File: src/design/wgm_pkg.sv
`timescale 1ns / 1ps
`default_nettype none
package wgm_pkg;

  localparam int MaxCols  = 1024;
  localparam int MaxRows  = 1024;
  localparam int WordBits = 32;
  localparam int IdxBits  = 10;
  localparam int CntBits  = 11;
  localparam int CmdBits  = 3;

  localparam logic signed [WordBits-1:0] WordMax = {1'b0, {(WordBits-1){1'b1}}};
  localparam logic signed [WordBits-1:0] WordMin = {1'b1, {(WordBits-1){1'b0}}};

  typedef enum logic [CmdBits-1:0] {
    CMD_START  = 3'd0,
    CMD_LOAD_X = 3'd1,
    CMD_LOAD_W = 3'd2,
    CMD_ELEM   = 3'd3,
    CMD_READ   = 3'd4
  } cmd_t;

  // Work handed from the front part to the back part.
  typedef struct packed {
    cmd_t                        cmd;
    logic [IdxBits-1:0]          idx;
    logic signed [WordBits-1:0]  val;
  } job_t;

  localparam int JobBits = $bits(job_t);

  typedef enum logic [2:0] {
    ST_IDLE,
    ST_CLEAR,
    ST_DOT,
    ST_SCALE,
    ST_UPDATE,
    ST_READ,
    ST_EMIT
  } state_t;

  // Saturate a sum of two words.
  function automatic logic signed [WordBits-1:0] sat_add(
      input logic signed [WordBits-1:0] a, input logic signed [WordBits-1:0] b);
    logic signed [WordBits:0] s;
    s = {a[WordBits-1], a} + {b[WordBits-1], b};
    if (s[WordBits] != s[WordBits-1]) sat_add = s[WordBits] ? WordMin : WordMax;
    else sat_add = s[WordBits-1:0];
  endfunction

  // Round a full product (add half, arithmetic shift) and saturate.
  function automatic logic signed [WordBits-1:0] q_round(
      input logic signed [2*WordBits-1:0] p);
    logic signed [2*WordBits:0] r;
    logic signed [2*WordBits:0] q;
    r = {p[2*WordBits-1], p} + (2*WordBits+1)'(32768);
    q = r >>> 16;
    if (q > $signed({{(WordBits+1){1'b0}}, WordMax})) q_round = WordMax;
    else if (q < $signed({{(WordBits+1){1'b1}}, WordMin})) q_round = WordMin;
    else q_round = q[WordBits-1:0];
  endfunction

endpackage
`default_nettype wire

File: src/design/wgm_queue.sv
`timescale 1ns / 1ps
`default_nettype none
module wgm_queue
  import wgm_pkg::*;
(
  input  wire logic clk,
  input  wire logic rst,
  input  wire logic in_valid,
  output logic      in_ready,
  input  wire job_t in_job,
  output logic      out_valid,
  input  wire logic out_ready,
  output job_t      out_job
);

  // Four-entry queue between front and back.
  job_t       mem [4];
  logic [1:0] wptr, rptr;
  logic [2:0] count;
  logic       push, pop;

  assign in_ready  = (count != 3'd4);
  assign out_valid = (count != 3'd0);
  assign out_job   = mem[rptr];
  assign push = in_valid && in_ready;
  assign pop  = out_valid && out_ready;

  always_ff @(posedge clk) begin
    if (push) mem[wptr] <= in_job;
  end

  always_ff @(posedge clk) begin
    if (rst) begin
      wptr  <= '0;
      rptr  <= '0;
      count <= '0;
    end else begin
      if (push) wptr <= wptr + 2'd1;
      if (pop) rptr <= rptr + 2'd1;
      count <= count + {2'b0, push} - {2'b0, pop};
    end
  end

endmodule
`default_nettype wire

File: config.mk
export PLATFORM = sky130hd
export DESIGN_NAME = wgm_queue
export DESIGN_NICKNAME = d
export VERILOG_FILES = /design/src/design/wgm_pkg.sv /design/src/design/wgm_queue.sv
export SDC_FILE = /design/constraint.sdc
export NUM_CORES = 1
export LEC_CHECK = 0
export BUFFER_PORTS_ARGS = -buffer_cell sky130_fd_sc_hd__buf_2
export CORE_MARGIN = 5
export CORE_UTILIZATION = 47
export DETAILED_ROUTE_END_ITERATION = 10
export HOLD_SLACK_MARGIN = 0.03
export PLACE_DENSITY = 0.76
export SLEW_MARGIN = 20
export SYNTH_ARGS = -nofsm -noshare
export SYNTH_HDL_FRONTEND = slang
export SYNTH_SLANG_ARGS = --single-unit
File: constraint.sdc
create_clock -name clk -period 4 [get_ports clk]
set_clock_uncertainty 0.15 [all_clocks]
set_input_delay 0.6 -clock clk [delete_from_list [all_inputs] [get_ports clk]]
set_output_delay 0.6 -clock clk [all_outputs]
set_load 0.1 [all_outputs]
* Word-level counts from Yosys, hierarchy flattened
Memories as Yosys holds them, arrays and structs flattened. A register that Yosys moved wholly into a read port is not among the register bits.
Index checks and enable logic that the tools add are counted.
** Word-level totals
- Register bits :: 7
- Bits in writable memories :: 180
- Output and inout bits :: 47
- Memories :: 1
** Cells by class
- Add/subtract/negate cells :: 4
- Equality and inequality tests :: 1
- Multiplexer cells :: 4
- Reduce and logical (&&, ||, !) cells :: 3
** Memories
- mem :: depth 4, width 45, read ports 1, clocked after Yosys merged registers in 1, wr ports 1, line wgm_queue.sv:17 : job_t mem [4];
** Operators by type and width (number)
- 2-bit by 1-bit adder with 2-bit output, second input constant :: 2
- 2-bit two-way mux :: 2
- 3-bit by 1-bit adder with 3-bit output :: 1
- 3-bit inequality test, second input constant :: 1
- 3-bit nonzero test :: 1
- 3-bit by 1-bit subtractor with 3-bit output :: 1
- 1-bit logical AND :: 2
- 1-bit two-way mux :: 2

* Longest topological paths before layout
- Word-level depth :: 4
- Gate-level depth with buffers :: 11

* Least setup slack after synthesis
No wires, ideal clock.
- Path type :: input-to-reg
- Start point :: input in_valid
- End point :: memory mem[0][0] in the netlist's numbering, enable pin
- Library setup time :: 0.407 ns
- Data arrival time :: 1.980 ns
- Data required time :: 3.443 ns
- Setup slack :: 1.463 ns
- Cell stages on the path :: 2
- Buffers on the path :: 0
- Cell sequence :: a21boi_2 and2_1
** Between the ends
- Word-level cells in the longest chain between the ends :: 3
** Ends and longest elaborated chain
- start: declaration :: line wgm_queue.sv:8 : input wire logic in_valid,
- 1-bit logical AND :: line wgm_queue.sv:25 : assign push = in_valid && in_ready;
- 1-bit two-way mux :: line wgm_queue.sv:29 : if (push) mem[wptr] <= in_job;
- 1-bit two-way mux (implied by the code) :: line wgm_queue.sv:29
- end: declaration :: line wgm_queue.sv:17
No other way between the ends.

==> results.py <==
metrics = {
    "die": {
        "start_util_pct": 48.1,
        "pin_count": 96,
        "die_area_um2": 17500,
        "die_width_um": 132,
        "rows": 44,
        "coreArea_um2": 14600,
        "die_h_um": 132,
    },
    "yosys": {
        "yosysTopAreaCellShare_pct": 77.0,
        "synth_ff_type": "edfxtp_1",
        "synth_edf_count": 180,
        "postSynthAreaPerCell_um2": 24.7,
        "synth.most_common_cell": "edfxtp_1",
        "synth-warning-count": 0,
        "ys_seq_elements": 189,
        "synth_top_cell_by_area": "edfxtp_1",
        "ys_async_sr_fraction_pct": 0,
        "synth_cell_types": 26,
        "syn_area_um2": 7020,
        "yosys-top-cells-count": "edfxtp_1, mux4_2, dfxtp_1, nor2_1, ha_1",
        "ys_top_cells_by_area": "edfxtp_1, mux4_2, dfxtp_1",
        "syn_inst": 284,
        "ys_seq_area_share_pct": 79.5,
        "synth_nets": 340,
    },
    "placed_design": {
        "dp_slack_ps": 1240,
        "placed_area_um2": 7700,
        "gp_congestion": 0.672,
        "io_buffers": 95,
        "dp.final_hpwl_mm": 7.22,
    },
    "clock_network": {
        "cts_setup_buffers": 0,
        "clock_sinks": 189,
        "cts_buffers": 17,
        "htree_num_levels": 4,
        "hold_buffers": 0,
        "clkTransAtPathRegs_ps": 70,
        "clock_latency_ps": 420,
        "cts_resized": 0,
        "cts_tree": "yes",
        "cts_root_buf": "clkbuf_16",
        "clock_path_buffers": 2,
    },
    "timing": {
        "timing.final.ws_setup_ps": 862,
        "fin_crit_ps": 3140,
        "setup_viol": 0,
        "fmax_ghz": 0.319,
        "fin_setup_tns_ps": 0,
        "hold_slack_ps": 232,
        "slew_viol_final": 0,
        "hold_viol_final": 0,
        "rsz0062_at_grt": "no",
        "maxSlewHeadroom_pct": 38.6,
        "fin_crit_sh_pct": 78.4,
        "worstMarginPinSlew_ps": 922,
    },
    "hold_path": {
        "min_from": "in_job[43]",
        "whs_path_depth": 1,
        "worstHoldEndpoint": "mem[0][43]",
        "hold_class": "in -> reg",
    },
    "grt": {
        "grt_pass1_wl_mm": 19.1,
        "grt_use_total_pct": 14.5,
        "grt_max_degree": 46,
        "grt-ovfl-total": 0,
        "grt_pass1_vias": 3488,
        "antenna_found_initial": 1,
    },
    "critical_path": {
        "arrival_ps": 2390,
        "worstPathMaxFanout": 45,
        "start_kind": "register",
        "crit_required_ps": 3250,
        "r2r_end": "count[2]",
        "cp_slowest_cell": "dfxtp_4",
        "rrSetupSlack_ps": 1430,
        "rr_worst_depth": 11,
        "max_stage_delay_ps": 970,
        "path_cells": "mux4_1 > buf_2",
        "r2r-start": "count[1]",
        "critPathKind": "reg -> out",
        "cp-end-kind": "output pin",
    },
    "layout": {
        "stdcell_area_um2": 8220,
        "n_antenna_cell": 0,
        "syn_to_final_growth_pct": 17.0,
        "drive_gt1_share_pct": 43.7,
        "fillCellCount": 1070,
        "fin_nets": 450,
    },
    "route": {
        "wl_met3_um": 711,
        "wl_mm": 12.0,
        "drt-pass1-iter-count": 4,
        "vias_per_cell": 5.33,
        "wl_met1_mm": 4.94,
        "route.met2.wl_mm": 6.17,
        "post-route-drc-count": 0,
        "postRouteAntennaNets": 0,
        "vias": 3149,
        "wire_per_inst_um": 20.3,
        "routed.top_layer": "met5",
        "first_iter_violations": 250,
    },
    "status": {
        "status": "complete, no violations",
    },
    "flow_run": {
        "max_cap_violations": 0,
    },
}
[metal layers]
metal	global-route usage, %	vias up
met3	5.00	17
met4	5.26	2
met2	23.4	80
met1	18.3	1635
li1	-	1415
met5	0	-
[logic make-up (layout without fill, tap and decap cells)]
logic type / Yosys count / count (layout) / synth area share, %
fa+ha+maj: 7 / 7 / 1.35
simple gates: 19 / 19 / 1.35
flops: 189 / 189 / 79.5
compound gates: 3 / 3 / 0.410
xor+xnor: 3 / 3 / 0.374
buf+inv: 16 / 139 / 1.98
mux: 47 / 47 / 15.0
[per-stage QoR]
step,cells,utilization [%]
after floorplan,284,-
after global placement,559,52.8
after detailed placement,559,52.8
after CTS,591,56.3
after global routing,591,56.3
final,591,56.3
[area by class of cell]
type,count,area [µm²],area share [%]
clock buffers,22,454,5.53
clock inverters,10,70.1,0.852
inverters,5,18.8,0.228
multi-input cells,79,1300,15.9
flip-flops and latches,189,5590,68.0
well taps,184,230,2.80
repair buffers,102,553,6.73
[critical path, delay by kind of cell (launching register included)]
kind,cells,cell delay [ps]
muxes,1,670
DFF,1,970
buffers and inverters,1,310
[worst max-delay path by stage]
| stage | from | to | slack [ps] | depth (start not counted) |
|---|---|---|---|---|
| final | register | out_job[43] | 860 | 2 |
| after floorplan | in_valid | mem[0][0] | 1460 | 2 |
| after global placement | register | out_job[41] | 1240 | 2 |
| after detailed placement | register | out_job[41] | 1240 | 2 |
| after CTS | register | out_job[41] | 760 | 2 |
| after global routing | register | out_job[43] | 630 | 2 |
[sequential cells by signal (all words and copies together) (netlist names), named ones only]
name   cells
count      3
wptr       2
mem      180
rptr       2
[cell usage in the layout, fill, tap and decap left out]
cell type,instances
mux2_2,1
mux4_1,5
nor2_1,8
clkinvlp_4,2
buf_12,2
xor2_1,2
nor3_1,1
fa_1,1
edfxtp_1,180
mux4_2,40
dfxtp_1,7
dfxtp_2,1
nor2b_1,1
inv_1,5
buf_2,95
clkinv_2,4
o31a_1,1
buf_4,5
clkinv_4,3
inv_6,1
or3_1,1
ha_1,6
nand2b_1,2
and2_1,1
mux2i_1,1
o311ai_0,1
xnor2_1,1
and2_2,4
a21boi_2,1
dfxtp_4,1
clkbuf_1,4
clkbuf_8,1
clkbuf_16,17
nand2_1,1
Power is left out: the tool's default activity adds up to more than one toggle a clock period on the data nets, which glitch-free logic cannot reach.
