<file path="src/design/wgm_pkg.sv">
`timescale 1ns / 1ps
`default_nettype none
package wgm_pkg;

  localparam int MaxCols  = 1024;
  localparam int MaxRows  = 1024;
  localparam int WordBits = 32;
  localparam int IdxBits  = 10;
  localparam int CntBits  = 11;
  localparam int CmdBits  = 3;

  localparam logic signed [WordBits-1:0] WordMax = {1'b0, {(WordBits-1){1'b1}}};
  localparam logic signed [WordBits-1:0] WordMin = {1'b1, {(WordBits-1){1'b0}}};

  typedef enum logic [CmdBits-1:0] {
    CMD_START  = 3'd0,
    CMD_LOAD_X = 3'd1,
    CMD_LOAD_W = 3'd2,
    CMD_ELEM   = 3'd3,
    CMD_READ   = 3'd4
  } cmd_t;

  // Work handed from the front part to the back part.
  typedef struct packed {
    cmd_t                        cmd;
    logic [IdxBits-1:0]          idx;
    logic signed [WordBits-1:0]  val;
  } job_t;

  localparam int JobBits = $bits(job_t);

  typedef enum logic [2:0] {
    ST_IDLE,
    ST_CLEAR,
    ST_DOT,
    ST_SCALE,
    ST_UPDATE,
    ST_READ,
    ST_EMIT
  } state_t;

  // Saturate a sum of two words.
  function automatic logic signed [WordBits-1:0] sat_add(
      input logic signed [WordBits-1:0] a, input logic signed [WordBits-1:0] b);
    logic signed [WordBits:0] s;
    s = {a[WordBits-1], a} + {b[WordBits-1], b};
    if (s[WordBits] != s[WordBits-1]) sat_add = s[WordBits] ? WordMin : WordMax;
    else sat_add = s[WordBits-1:0];
  endfunction

  // Round a full product (add half, arithmetic shift) and saturate.
  function automatic logic signed [WordBits-1:0] q_round(
      input logic signed [2*WordBits-1:0] p);
    logic signed [2*WordBits:0] r;
    logic signed [2*WordBits:0] q;
    r = {p[2*WordBits-1], p} + (2*WordBits+1)'(32768);
    q = r >>> 16;
    if (q > $signed({{(WordBits+1){1'b0}}, WordMax})) q_round = WordMax;
    else if (q < $signed({{(WordBits+1){1'b1}}, WordMin})) q_round = WordMin;
    else q_round = q[WordBits-1:0];
  endfunction

endpackage
`default_nettype wire

</file>
<file path="src/design/wgm_front.sv">
`timescale 1ns / 1ps
`default_nettype none
module wgm_front
  import wgm_pkg::*;
(
  input  wire logic                clk,
  input  wire logic                rst,
  input  wire logic                s_axis_tvalid,
  output logic                     s_axis_tready,
  input  wire logic [47:0]         s_axis_tdata,
  input  wire logic [CntBits-1:0]  rows_eff,
  output logic                     job_valid,
  input  wire logic                job_ready,
  output job_t                     job
);

  logic [CmdBits-1:0] cmd_raw;
  logic [IdxBits-1:0] idx;
  logic               keep;

  assign cmd_raw = s_axis_tdata[CmdBits-1:0];
  assign idx     = s_axis_tdata[CmdBits+IdxBits-1:CmdBits];

  // Drop unused codes and out-of-range reads here so the back never sees them.
  always_comb begin
    case (cmd_raw)
      CMD_START, CMD_LOAD_X, CMD_LOAD_W, CMD_ELEM: keep = 1'b1;
      CMD_READ: keep = ({1'b0, idx} < rows_eff);
      default:  keep = 1'b0;
    endcase
  end

  assign s_axis_tready = job_ready;
  assign job_valid     = s_axis_tvalid && keep;
  assign job.cmd = cmd_t'(cmd_raw);
  assign job.idx = idx;
  assign job.val = s_axis_tdata[CmdBits+IdxBits+WordBits-1:CmdBits+IdxBits];

  logic unused;
  assign unused = clk ^ rst ^ (|s_axis_tdata[47:45]);

endmodule
`default_nettype wire

</file>
<file path="config.mk">
export PLATFORM = sky130hd
export DESIGN_NAME = wgm_front
export DESIGN_NICKNAME = d
export VERILOG_FILES = /design/src/design/wgm_pkg.sv /design/src/design/wgm_front.sv
export SDC_FILE = /design/constraint.sdc
export NUM_CORES = 1
export LEC_CHECK = 0
export BUFFER_PORTS_ARGS = -buffer_cell sky130_fd_sc_hd__buf_2
export CORE_ASPECT_RATIO = 0.7
export CORE_MARGIN = 3
export CORE_UTILIZATION = 30
export DETAILED_ROUTE_END_ITERATION = 12
export GPL_TIMING_DRIVEN = 0
export PLACE_DENSITY = 0.87
export RECOVER_POWER = 50
export SYNTH_ARGS = -nofsm -noshare
export SYNTH_HDL_FRONTEND = slang
export SYNTH_SLANG_ARGS = --single-unit
</file>
<file path="constraint.sdc">
create_clock -name vclk -period 2.1
set_clock_uncertainty 0.1 [all_clocks]
set_input_delay 0.21 -clock vclk [all_inputs]
set_output_delay 0.21 -clock vclk [all_outputs]
set_load 0.005 [all_outputs]
</file>
# [Yosys cells after proc, flatten, opt, wreduce, memory -nomap -nowiden]
# Index checks and enable logic that the tools add are counted.
[word_totals] register_bits=0 input_bits=63 word_cells=9
[op_classes] magnitude_cmp=1 eq_ne=4 mux=1 reduce_logical=3
[op_table] op="$lt 10x11->1" count=1
[op_table] op="$eq 3x2->1 const B" count=2
[op_table] op="$reduce_or 4->1" count=1
[op_table] op="$eq 3x1->1 const B" count=1
[op_table] op="$eq 3x3->1 const B" count=1
[op_table] op="$logic_not 3->1" count=1
[op_table] op="$pmux 1 s2" count=1
[op_table] op="$logic_and 1x1->1" count=1

# [Depth between registers and ports, before layout]
# Gate-level depths: netlist of run 1.
[logic_depth] ltp_word=4 ltp_mapped=6 mapped_depth_nobuf=6

# [Least setup slack after synthesis of run 1]
# OpenSTA, ideal clock, no wires.
[synth_path] kind="input to output" startpoint="input port rows_eff[2]" endpoint="output port job_valid" t_arrival_ns=1.030 t_required_ns=1.790 setup_slack_ns=0.760 stages=6 path_buffers=0 cell_sequence="inv_1 ha_1 a21o_1 a31oi_1 o21ai_1 a2bb2oi_1"
[synth_via] elab_chain_cells=3
[synth_lines] item="start, declared" line="wgm_front.sv:11" rtl="input wire logic [CntBits-1:0] rows_eff,"
[synth_lines] item="$lt 10x11->1" line="wgm_front.sv:28" rtl="CMD_READ: keep = ({1'b0, idx} < rows_eff);"
[synth_lines] item="$pmux 1 s2" line="wgm_front.sv:26" rtl="case (cmd_raw)"
[synth_lines] item="$logic_and 1x1->1" line="wgm_front.sv:34" rtl="assign job_valid = s_axis_tvalid && keep;"
[synth_lines] item="end, declared" line="wgm_front.sv:12" rtl="output logic job_valid,"
# No other way between the ends.

# [Worst setup path in the final report of run 1]
[layout_path] startpoint="input port s_axis_tdata[5]" endpoint="output port job_valid"
[layout_via] elab_chain_cells=3
[layout_lines] item="start, declared" line="wgm_front.sv:10" rtl="input wire logic [47:0] s_axis_tdata,"
[layout_lines] item="$lt 10x11->1" line="wgm_front.sv:28"
[layout_lines] item="$pmux 1 s2" line="wgm_front.sv:26"
[layout_lines] item="$logic_and 1x1->1" line="wgm_front.sv:34"
# No other way between the ends.

==> results.yml, run 1 <==
run_status:
  status: "complete, no violations"
timing:
  hold_violations: 0
  tightest_slew_ns: 0.174
  rsz0062_at_grt: "no"
  setup_tns_ns: 0
  fin_crit_sh_pct: 77.2
  max_freq_mhz: 616
  max_slew_margin_pct: 88.3
  final.min_clock_period_ns: 1.62
  setup-violations-final: 0
  drv_slew: 0
synth:
  ys_warn_count: 0
  syn_avg_cell_area_um2: 7.23
  synth_top_area_cell: "buf_4"
  syn_area_um2: 593
  synth_cell_types: 16
  synth.area.top_cells: "buf_4 58%, ha_1 19%, inv_1 5.7%"
  synth_compound_gate_area_share_pct: 9.28
  synthCells: 82
  synth_top_family_by_area: "buffers and inverters"
  syn_nets: 154
  synth_fa_ha_area_share_pct: 19.0
  synth-simple-area-share_pct: 7.81
  synth_xor_area_share_pct: 0
  synth_top_area_share_pct: 58.2
  synth_mux_area_share_pct: 0
  ys_seq_area_share_pct: 0
pwr:
  p_leak_uw: 0.000641
  powerDensity_nw_per_um2: 183
  vdd.ir_drop.worst_mv: 0.0813
worst_setup_path:
  critPathCaptureType: "primary output"
  cpMostUsedCell: "buf_2"
  crit_fanout: 2
  setup.worst_path.class: "input port to primary output"
  crit_arrival_ns: 1.31
  crit_path_cell_trace: "buf_2, ha_1, a21o_1, a31oi_1, o21ai_1, a2bb2oi_1, buf_2"
  start_kind: "input port"
  cp.required_ns: 1.79
  cpPeakStageDelay_ns: 0.30
  crit_slowest_cell: "ha_1"
drt:
  drt_pre_antenna_iters: 4
  drtIter0Drc: 6
  detailroute.via_count: 689
  drtAntennaViolNets: 0
  drc: 0
  wl_mm: 1.96
  wire_per_inst_um: 11.2
  viasPerCell: 3.94
cells_and_area:
  seq_cells: 0
  post-route-util_pct: 56.4
  nets: 228
  regArea_um2: 0
  mostFrequentLayoutCells: "67 x buf_2, 28 x buf_4, 18 x clkbuf_4"
  final_area_um2: 973
  final_common_cell: "buf_2"
  diodes: 0
  area_growth_pct: 64.1
  fin_cells: 175
  drive_above_1_share_pct: 73.4
  clkbuf_count: 0
grt:
  grt_max_degree: 4
  overflow: 0
  grt_pass1_wl_mm: 2.90
  grt_pass1_vias: 718
  antenna_found_initial: 0
  grt_util_all_layers_pct: 13.9
cts:
  cts-resized-gates: 0
  ctsHoldBuffers: 0
  post_cts_buffers: 0
worst_hold_path:
  hold_depth: 2
  min_path_type: "input port to primary output"
  hp-start: "s_axis_tdata[29]"
  min_to: "job[16]"
die:
  ios: 110
  start_util_pct: 34.3
  dieArea_um2: 2550
  die_x_um: 59.1
  die_y_um: 43.2
  rows: 12
  core-area_um2: 1730
placement:
  place_area_um2: 980
  gp_congestion: 0.863
  portBuffers: 72
  dp.cells: 175
flow_run:
  cap_violations: 0
Yosys cell counts:
cell type  count
nand2_1        2
ha_1           9
a31oi_1        1
a21o_1         1
nor3_1         1
buf_4         46
o21ai_1        1
a21oi_1        4
nor2_1         2
inv_1          9
a2bb2oi_1      1
o211ai_1       1
nor2b_1        1
nand2b_1       1
nand3_1        1
nand4b_1       1
report_power, final:
| group | switching, uW | total, uW | internal, uW |
|---|---|---|---|
| logic | 63.2 | 179 | 115 |
| registers | 0 | 0 | 0 |
| clock network | 0 | 0 | 0 |
| total | 63.2 | 179 | 115 |
through the flow:
step                      total power, uW  hold WS (ns)  setup WS [ns]
after floorplan                       103         0.401          0.760
after global placement                178         0.488          0.493
after detailed placement              185         0.488          0.471
after CTS                             185         0.488          0.467
after global routing                  199         0.503          0.385
final                                 179         0.488          0.478
kinds of logic after synthesis:
logic type,Yosys count
buffers and inverters,55
AND/OR/NAND/NOR,9
adder cells (fa/ha/maj),9
AO/OA/AOI/OAI,9
per-layer routing:
layer  share of wire, %  routed length, um  GRT usage [%]  vias up
li1                   -                  -              -      361
met1                 29                561           12.5      298
met2                 65               1270           32.6       28
met3                5.4                107          0.304        2
met4                1.1                 21           1.81        0
met5                  0                  0              0        -
how the worst max path moves through the flow:
stage / to / slack [ns] / cells past startpoint / from
6_report: job_valid / 0.48 / 7 / s_axis_tdata[5]
5_1_grt: job_valid / 0.39 / 7 / s_axis_tdata[5]
4_1_cts: job_valid / 0.47 / 7 / s_axis_tdata[5]
3_5_place_dp: job_valid / 0.47 / 7 / s_axis_tdata[5]
3_3_place_gp: job_valid / 0.49 / 7 / s_axis_tdata[5]
2_1_floorplan: job_valid / 0.76 / 6 / rows_eff[2]
critical path, delay by kind of cell:
family          cells  cell delay (ns)
fa+ha+maj           1             0.30
buf+inv             2             0.25
compound gates      4             0.57
area by class of cell:
type,count,area (um^2)
Buffer,46,345
Fill cell,187,753
Inverter,9,33.8
Multi-Input combinational cell,27,214
Tap cell,21,26.3
Timing Repair Buffer,72,354
No activity file was read; power rests on OpenSTA's default activity.
==> run 2, diff against run 1 <==
--- a/config.mk
+++ b/config.mk
@@ -8,10 +8,10 @@
 export BUFFER_PORTS_ARGS = -buffer_cell sky130_fd_sc_hd__buf_2
 export CORE_ASPECT_RATIO = 0.7
 export CORE_MARGIN = 3
-export CORE_UTILIZATION = 30
+export CORE_UTILIZATION = 27
 export DETAILED_ROUTE_END_ITERATION = 12
 export GPL_TIMING_DRIVEN = 0
-export PLACE_DENSITY = 0.87
+export PLACE_DENSITY = 0.79
 export RECOVER_POWER = 50
 export SYNTH_ARGS = -nofsm -noshare
 export SYNTH_HDL_FRONTEND = slang
==> constraint.sdc (replaced) <==
create_clock -name vclk -period 1.64
set_clock_uncertainty 0.1 [all_clocks]
set_input_delay 0.164 -clock vclk [all_inputs]
set_output_delay 0.164 -clock vclk [all_outputs]
set_load 0.005 [all_outputs]
==> run 2 against run 1 <==
Effect of this change: worst setup slack got worse by 0.36 ns; utilization decreased by 6.3 points; sequential share of layout area unchanged; combinational power increased by 26%; first-iteration DRC count decreased by 100%; power increased by 27%; cell count increased by 5.1%; via count increased by 0.15%; cell area increased by 1.2%; global-route usage decreased by 3.9 points; critical endpoint unchanged; largest cell class unchanged; largest power group unchanged.
==> results.yml, run 2 (synthesized netlist as in run 1, its figures left out) <==
timing:
  rsz0062_at_grt: "no"
  tightest_slew_ns: 0.159
  setup_tns_ns: 0
  fin_crit_sh_pct: 92.9
  max_slew_margin_pct: 89.3
  setup-violations-final: 0
  drv_slew: 0
  max_freq_mhz: 656
  hold_violations: 0
  final.min_clock_period_ns: 1.52
  setup_slack_ns: 0.116
die:
  die_x_um: 62.0
  rows: 13
  dieArea_um2: 2800
  ios: 110
  die_y_um: 45.2
  start_util_pct: 30.1
  core-area_um2: 1970
drt:
  viasPerCell: 3.75
  drt-met1-wl_um: 550
  wl_met3_um: 104
  highest_layer: "met3"
  wire_per_inst_um: 9.58
  wl_mm: 1.76
  dr_wl_met2_mm: 1.11
  detailroute.via_count: 690
  drc: 0
  drt_pre_antenna_iters: 1
  drtIter0Drc: 0
  drtAntennaViolNets: 0
flow_run:
  cap_violations: 0
grt:
  grt_util_all_layers_pct: 9.98
  overflow: 0
  grt_max_degree: 4
  grt_pass1_wl_mm: 2.24
  antenna_found_initial: 0
  grt_pass1_vias: 603
placement:
  place_area_um2: 991
  dp_hpwl_mm: 1.76
  portBuffers: 72
  dp_slack_ns: 0.111
  gp_congestion: 0.720
cts:
  ctsHoldBuffers: 0
  post_cts_buffers: 0
  cts-resized-gates: 0
worst_setup_path:
  setup.worst_path.class: "input port to primary output"
  cp.required_ns: 1.38
  crit_fanout: 3
  start_kind: "input port"
  critPathCaptureType: "primary output"
  crit_arrival_ns: 1.26
cells_and_area:
  area_growth_pct: 66.0
  drive_above_1_share_pct: 73.4
  seq_cells: 0
  final_common_cell: "buf_2"
  nets: 228
  fillCellCount: 196
  regArea_um2: 0
  post-route-util_pct: 50.0
  clkbuf_count: 0
  diodes: 0
  mostFrequentLayoutCells: "67 x buf_2, 28 x buf_4, 18 x clkbuf_4"
  final_area_um2: 985
pwr:
  vdd.ir_drop.worst_mv: 0.0854
  powerDensity_nw_per_um2: 230
  power_uw: 226
  p_leak_uw: 0.000641
  intPower_uw: 147
  switching_share_pct: 35.1
  combPwrFrac_pct: 100.0
  pwr-share-seq_pct: 0
  switching_power_uw: 79.4
  power_frac_clock_pct: 0
run_status:
  status: "complete, no violations"
worst_hold_path:
  min_path_type: "input port to primary output"
run 2: cell counts in the layout (fill, tap and decap cells not counted):
No cell type changed its count.
run 2: per-stage QoR:
step,instances,hold slack (ns)
2_1_floorplan,82,0.309
3_3_place_gp,184,0.396
3_5_place_dp,184,0.395
4_1_cts,184,0.395
5_1_grt,184,0.411
6_report,184,0.395
run 2: worst max-delay path, cell delays in order:
cell       delay, ns
buf_2           0.11
ha_1            0.31
a21oi_1         0.17
a21oi_1         0.09
nor2_1          0.11
a2bb2oi_1       0.17
buf_2           0.14
run 2: layout make-up:
class                           count  area [um^2]  share of cell area, %
Tap cell                           30         37.5                   3.81
Inverter                            9         33.8                   3.43
Multi-Input combinational cell     27          214                   21.7
Timing Repair Buffer               72          354                   36.0
Buffer                             46          345                   35.1
run 2: layer usage:
metal | up-vias | global-route usage [%]
met4 | 0 | 0
met2 | 29 | 22.5
li1 | 362 | -
met3 | 0 | 0.286
met1 | 299 | 10.3
met5 | - | 0
run 2: final timing paths:
path                         start        end  slack, ns  cells after the start
setup / recovery  s_axis_tdata[12]  job_valid       0.12                      7
hold / removal    s_axis_tdata[15]     job[2]       0.40                      2
run 2: power groups by stage:
stage,Clock (uW),Combinational [uW],Sequential (uW)
2_1_floorplan,0,132,0
3_5_place_dp,0,234,0
3_3_place_gp,0,226,0
4_1_cts,0,234,0
5_1_grt,0,253,0
6_report,0,226,0
